## config.mk

```make
export PLATFORM = sky130hd
export DESIGN_NAME = rsl_alu
export DESIGN_NICKNAME = d
export VERILOG_FILES = /design/src/rtl/core/rsl_pkg.sv /design/src/rtl/core/rsl_alu.sv
export SDC_FILE = /design/constraint.sdc
export NUM_CORES = 2
export LEC_CHECK = 0
export BUFFER_PORTS_ARGS = -buffer_cell sky130_fd_sc_hd__buf_2
export CELL_PAD_IN_SITES_DETAIL_PLACEMENT = 1
export CELL_PAD_IN_SITES_GLOBAL_PLACEMENT = 1
export CORE_MARGIN = 5
export CORE_UTILIZATION = 35
export DETAILED_ROUTE_END_ITERATION = 16
export GPL_ROUTABILITY_DRIVEN = 0
export PLACE_DENSITY_LB_ADDON = 0.1
export SYNTH_ARGS = -nofsm -noshare
export SYNTH_HDL_FRONTEND = slang
export SYNTH_SLANG_ARGS = --single-unit
```

## constraint.sdc

```tcl
create_clock -name vclk -period 10.89
set_input_delay 1.089 -clock vclk [all_inputs]
set_output_delay 1.089 -clock vclk [all_outputs]
set_load 0.01 [all_outputs]
```

## src/rtl/core/rsl_pkg.sv

```systemverilog
package rsl_pkg;

	// store geometry
	localparam int MAX_PARTICLES = 1024;
	localparam int IDX_W         = $clog2(MAX_PARTICLES);
	localparam int CNT_W         = $clog2(MAX_PARTICLES + 1);

	// shared datapath
	localparam int DW     = 48;
	localparam int MA_W   = 25;
	localparam int MB_W   = 22;
	localparam int PROD_W = MA_W + MB_W;

	localparam logic signed [DW-1:0] S32_MAX = DW'(64'sd2147483647);
	localparam logic signed [DW-1:0] S32_MIN = ~S32_MAX;
	localparam logic signed [DW-1:0] ONE_Q20 = DW'(64'sd1048576);

	// stream and configuration port widths
	localparam int S_TDATA_W  = 96;
	localparam int S_TUSER_W  = 2;
	localparam int M_TDATA_W  = 64;
	localparam int CFG_IDX_W  = 3;
	localparam int CFG_DATA_W = 32;

	// configuration reset values
	localparam logic [CNT_W-1:0] COUNT_RST = CNT_W'(2);
	localparam logic [31:0]      BOX_RST   = 32'd1048576;
	localparam logic [23:0]      STIFF_RST = 24'd65536;
	localparam logic [23:0]      TSTEP_RST = 24'd16777;
	localparam logic [23:0]      NAMP_RST  = 24'd0;

	typedef enum logic [1:0] {
		OP_LOAD    = 2'd0,
		OP_FORCES  = 2'd1,
		OP_ADVANCE = 2'd2,
		OP_READ    = 2'd3
	} op_t;

	typedef enum logic [CFG_IDX_W-1:0] {
		REG_COUNT = 3'd0,
		REG_BOX   = 3'd1,
		REG_STIFF = 3'd2,
		REG_TSTEP = 3'd3,
		REG_NAMP  = 3'd4
	} cfg_reg_t;

	typedef enum logic [2:0] {
		ALU_ADD   = 3'd0,
		ALU_SUB   = 3'd1,
		ALU_MUL   = 3'd2,
		ALU_ASR8  = 3'd3,
		ALU_ASR16 = 3'd4,
		ALU_WRAP  = 3'd5,
		ALU_SAT   = 3'd6
	} alu_op_t;

endpackage

```

## src/rtl/core/rsl_alu.sv

```systemverilog
module rsl_alu import rsl_pkg::*; (
	input  alu_op_t               op,
	input  logic signed [DW-1:0]  a,
	input  logic signed [DW-1:0]  b,
	input  logic        [31:0]    box_length,
	output logic signed [DW-1:0]  y
);

	logic signed [PROD_W-1:0] prod;
	logic signed [DW:0]       two_a;
	logic signed [DW:0]       len_w;
	logic signed [DW-1:0]     len_d;

	assign prod  = $signed(a[MA_W-1:0]) * $signed(b[MB_W-1:0]);
	assign two_a = {a, 1'b0};
	assign len_w = $signed({{(DW + 1 - 32){1'b0}}, box_length});
	assign len_d = $signed({{(DW - 32){1'b0}}, box_length});

	always_comb begin
		case (op)
			ALU_ADD:   y = a + b;
			ALU_SUB:   y = a - b;
			ALU_MUL:   y = {{(DW - PROD_W){prod[PROD_W-1]}}, prod};
			ALU_ASR8:  y = a >>> 8;
			ALU_ASR16: y = a >>> 16;
			ALU_WRAP: begin
				// one add or subtract of the ring length into [-L/2, L/2)
				if (two_a >= len_w)
					y = a - len_d;
				else if (two_a < -len_w)
					y = a + len_d;
				else
					y = a;
			end
			ALU_SAT: begin
				if (a > S32_MAX)
					y = S32_MAX;
				else if (a < S32_MIN)
					y = S32_MIN;
				else
					y = a;
			end
			default:   y = a;
		endcase
	end

endmodule
```

## Word-level counts from Yosys, hierarchy flattened

Cells that the tools add are included.

| operators by class | value |
|---|---|
| $add $sub $neg | 5 |
| multipliers | 1 |
| magnitude comparators | 4 |
| eq/ne operators | 6 |
| multiplexer cells | 5 |
| reduce and logical (&&, ||, !) cells | 1 |

Operator list:

| operator | count |
|---|---|
| $pmux W48 S7 | 1 |
| $mux W48 | 4 |
| $ge A49 B33 Y1 | 1 |
| $lt A49 B49 Y1 | 1 |
| $neg A32 Y49 | 1 |
| $add A48 B33 Y48 | 1 |
| $add A48 B48 Y48 | 1 |
| $gt A48 B32 Y1 const B | 1 |
| $lt A48 B32 Y1 const B | 1 |
| $sub A48 B33 Y48 | 1 |
| $sub A48 B48 Y48 | 1 |
| $mul A25 B22 Y47 | 1 |
| $eq A3 B3 Y1 const B | 3 |
| $eq A3 B2 Y1 const B | 2 |
| $eq A3 B1 Y1 const B | 1 |
| $logic_not A3 Y1 | 1 |

| word-level totals | value |
|---|---|
| register bits after elaboration | 0 |
| input port bits | 131 |
| output and inout bits | 48 |
| logic and storage cells | 22 |

## Depth between registers and ports, before layout

| depth | value |
|---|---|
| depth in word-level cells | 5 |
| depth in mapped cells | 29 |
| depth with buffers taken out | 26 |

## Least setup slack after synthesis

No wires, ideal clock.

| timing path | value |
|---|---|
| kind | input port to output port |
| from | input b[15] |
| to | output y[44] |
| arrival time | 7.965 ns |
| required time | 9.801 ns |
| slack | 1.836 ns |
| cell stages on the path | 26 |
| buffers on the path | 3 |
| cell sequence | clkbuf_1 buf_1 nand2_1 fa_1 inv_1 fa_1 fa_1 fa_1 fa_1 fa_1 inv_1 fa_1 inv_1 ha_1 clkbuf_1 nand2_1 o21ai_0 a22oi_1 a22oi_1 o21ai_0 o21ai_0 nand3_1 o21a_1 o211a_1 a31oi_1 o22a_1 |

| between the ends | value |
|---|---|
| word-level cells in the longest chain between the ends | 2 |
| elaborated cells between the ends (all ways) | 4 |
| classes of those cells | 2 x add/sub; 1 x mul; 1 x mux |

RTL lines:

| item | line | source |
|---|---|---|
| from (decl) | rsl_alu.sv:4 | `input logic signed [DW-1:0] b,` |
| $mul A25 B22 Y47, or another cell as far along | rsl_alu.sv:14 | `assign prod = $signed(a[MA_W-1:0]) * $signed(b[MB_W-1:0]);` |
| $pmux W48 S7 * | rsl_alu.sv:20 | `case (op)` |
| to (decl) | rsl_alu.sv:6 | `output logic signed [DW-1:0] y` |

Every way passes the cells marked *; elsewhere a longest branch is shown, timed or not.

## Worst setup path in the final report

| timing path | value |
|---|---|
| from | input a[11] |
| to | output y[43] |

| between the ends | value |
|---|---|
| word-level cells in the longest chain between the ends | 4 |
| elaborated cells between the ends (all ways) | 14 |
| classes of those cells | 4 x add/sub; 1 x mul; 4 x order compare; 5 x mux |

RTL lines:

| item | line | source |
|---|---|---|
| from (decl) | rsl_alu.sv:3 | `input logic signed [DW-1:0] a,` |
| parallel branches: the longest is 3 deep, another holds $mul A25 B22 Y47 | -- |  |
| $pmux W48 S7 * | rsl_alu.sv:20 |  |

Every way passes the cells marked *.

==> flow_summary.toml <==
[floorplan]
die_area_sq_um = 102000
io_pins = 179
dieHeight_um = 319
rows = 113
coreArea_sq_um = 94900
start_util_pct = 35.2
die_x_um = 319

[synthesis]
synth-simple-area-share_pct = 18.3
synth_compound_area_share_pct = 19.6
synthesis.area_sq_um = 33400
synth_seq_area_share_pct = 0
synth-xor-area-share_pct = 4.20
synth_top_family_by_area = "adder cells"
yosys.area.top_type = "fa_1"
yosys_warnings = 0
synthAdderAreaFrac_pct = 46.4
ys_types = 88
synthTopCellsByArea = "fa_1 34%, ha_1 13%, inv_1 8.0%, nand2_1 5.2%, a21oi_1 4.6%"
synthCells = 4312
synth_fp_nets = 5342
synthMuxAreaShare_pct = 0.517
postSynthAreaPerCell_sq_um = 7.74
yosysTopAreaCellShare_pct = 33.8

[setup_path]
critPathMostFrequentCell = "fa_1"
worstPathMaxFanout = 22
start_kind = "input port"
crit_path_top_delay_cell = "buf_2"
crit_buf_inv = 7
required_ns = 9.80
crit_path_end_kind = "primary output"
slowest_delay_ns = 0.54
worstSetupPathType = "in -> out"
worstPathArrival_ns = 9.33
cp_top_family = "adder cells"

[final_layout]
num-clock-buffers = 0
seq_cells = 0
final_common_cell = "inv_1"
drive_gt1_share_pct = 7.01
fin_nets = 5340
area_delta_synth_final_pct = 6.26
final_cell_mix = "711 x inv_1, 564 x fa_1, 462 x nand2_1"
seq_area_sq_um = 0

[timing]
min_period_ns = 10.42
worstMarginPinSlew_ns = 1.23
timing.final.crit_share_pct = 95.6
slew_headroom_pct = 16.8
fmax_ghz = 0.0960
tns_ns = 0
maxSlewViolCount = 0
setup_violations = 0
hold_viol = 0
rsz0062_at_grt = "false"

[place]
dp_hpwl_um = 113000
portBuffers = 179

[global_routing]
grt_usage_pct = 26.2
grt_pass1_vias = 33200
globalRouteOverflowTotal = 0
antenna_found_initial = 12
grt_pass1_wl_um = 208000
grt_start_max_net_pins = 52

[route]
drtPass1Iterations = 5
viasPerCell = 5.55
vias = 31000
drt_iter0_markers = 2148
drc = 0
routed_wl_um = 135000
antenna_violating_nets_post_route = 0
wl_per_cell_um = 24.2

[worst_hold_path]
worst_hold_path.endpoint = "y[34]"
hold_path_depth = 3
hp-class = "in -> out"
hold_start = "a[34]"

[run]
max_cap_viol_count = 0

[run_status]
outcome = "completed"
-- cell usage after synthesis, drive strengths merged (29+ instances only) --
master / number
a21o: 70
a21oi: 308
a221oi: 34
and2: 230
buf: 29
clkbuf: 230
fa: 564
ha: 335
inv: 712
nand2: 462
nand3: 61
nand4: 35
nor2: 247
nor3: 58
nor4: 34
o21a: 33
o21ai: 200
o21bai: 34
o31ai: 30
xnor2: 109
xor2: 51
-- tightest hold or removal path, cell delays in order --
cell	delay (ns)
buf_2	0.22
a2bb2oi_1	0.19
buf_2	0.14
-- cell families after synthesis --
group | count (synthesis)
adder cells (fa/ha/maj) | 899
multiplexers | 17
buffers and inverters | 973
AND/OR/NAND/NOR | 1265
AO/OA/AOI/OAI | 998
XOR/XNOR | 160
-- per-stage QoR --
stage               util [%]  area [sq um]  hold slack, ns  setup slack [ns]  cells
global placement        37.3         35400            2.72             0.505   5571
global route            37.4         35500            2.74            0.0821   5578
finish                  37.4         35500            2.73             0.474   5583
CTS                     37.3         35400            2.72             0.368   5571
floorplan                  -         33400            2.31              1.84   4312
detailed placement      37.3         35400            2.72             0.428   5571
-- how the worst max path moves through the flow --
stage / start / endpoint / slack [ns] / cells past startpoint
6_report: a[11] / y[43] / 0.47 / 27
3_5_place_dp: a[24] / y[46] / 0.43 / 27
5_1_grt: b[12] / y[43] / 0.08 / 27
3_3_place_gp: a[24] / y[43] / 0.50 / 27
4_1_cts: a[24] / y[46] / 0.37 / 27
2_1_floorplan: b[15] / y[44] / 1.84 / 26
-- metal layers --
metal,global-route usage [%],vias up,part of all wire (%)
met2,44.7,717,48
met4,4.80,4,2.2
met3,1.89,129,4.3
met1,37.0,16000,46
met5,0,-,0.020
li1,-,14200,-
-- repair_timing --
item                                    4_1_cts  5_1_grt
gates resized for setup                       0        2
endpoints found under the setup margin        0        2
buffers inserted                              0        2
hold buffers                                  0        0
-- final cells by class --
class                      count  area [sq um]
inverter                     714          2680
multi-input combinational   3339         29700
antenna                       10          25.0
timing repair buffer         255          1470
fill                       11700         59400
tap                         1265          1580
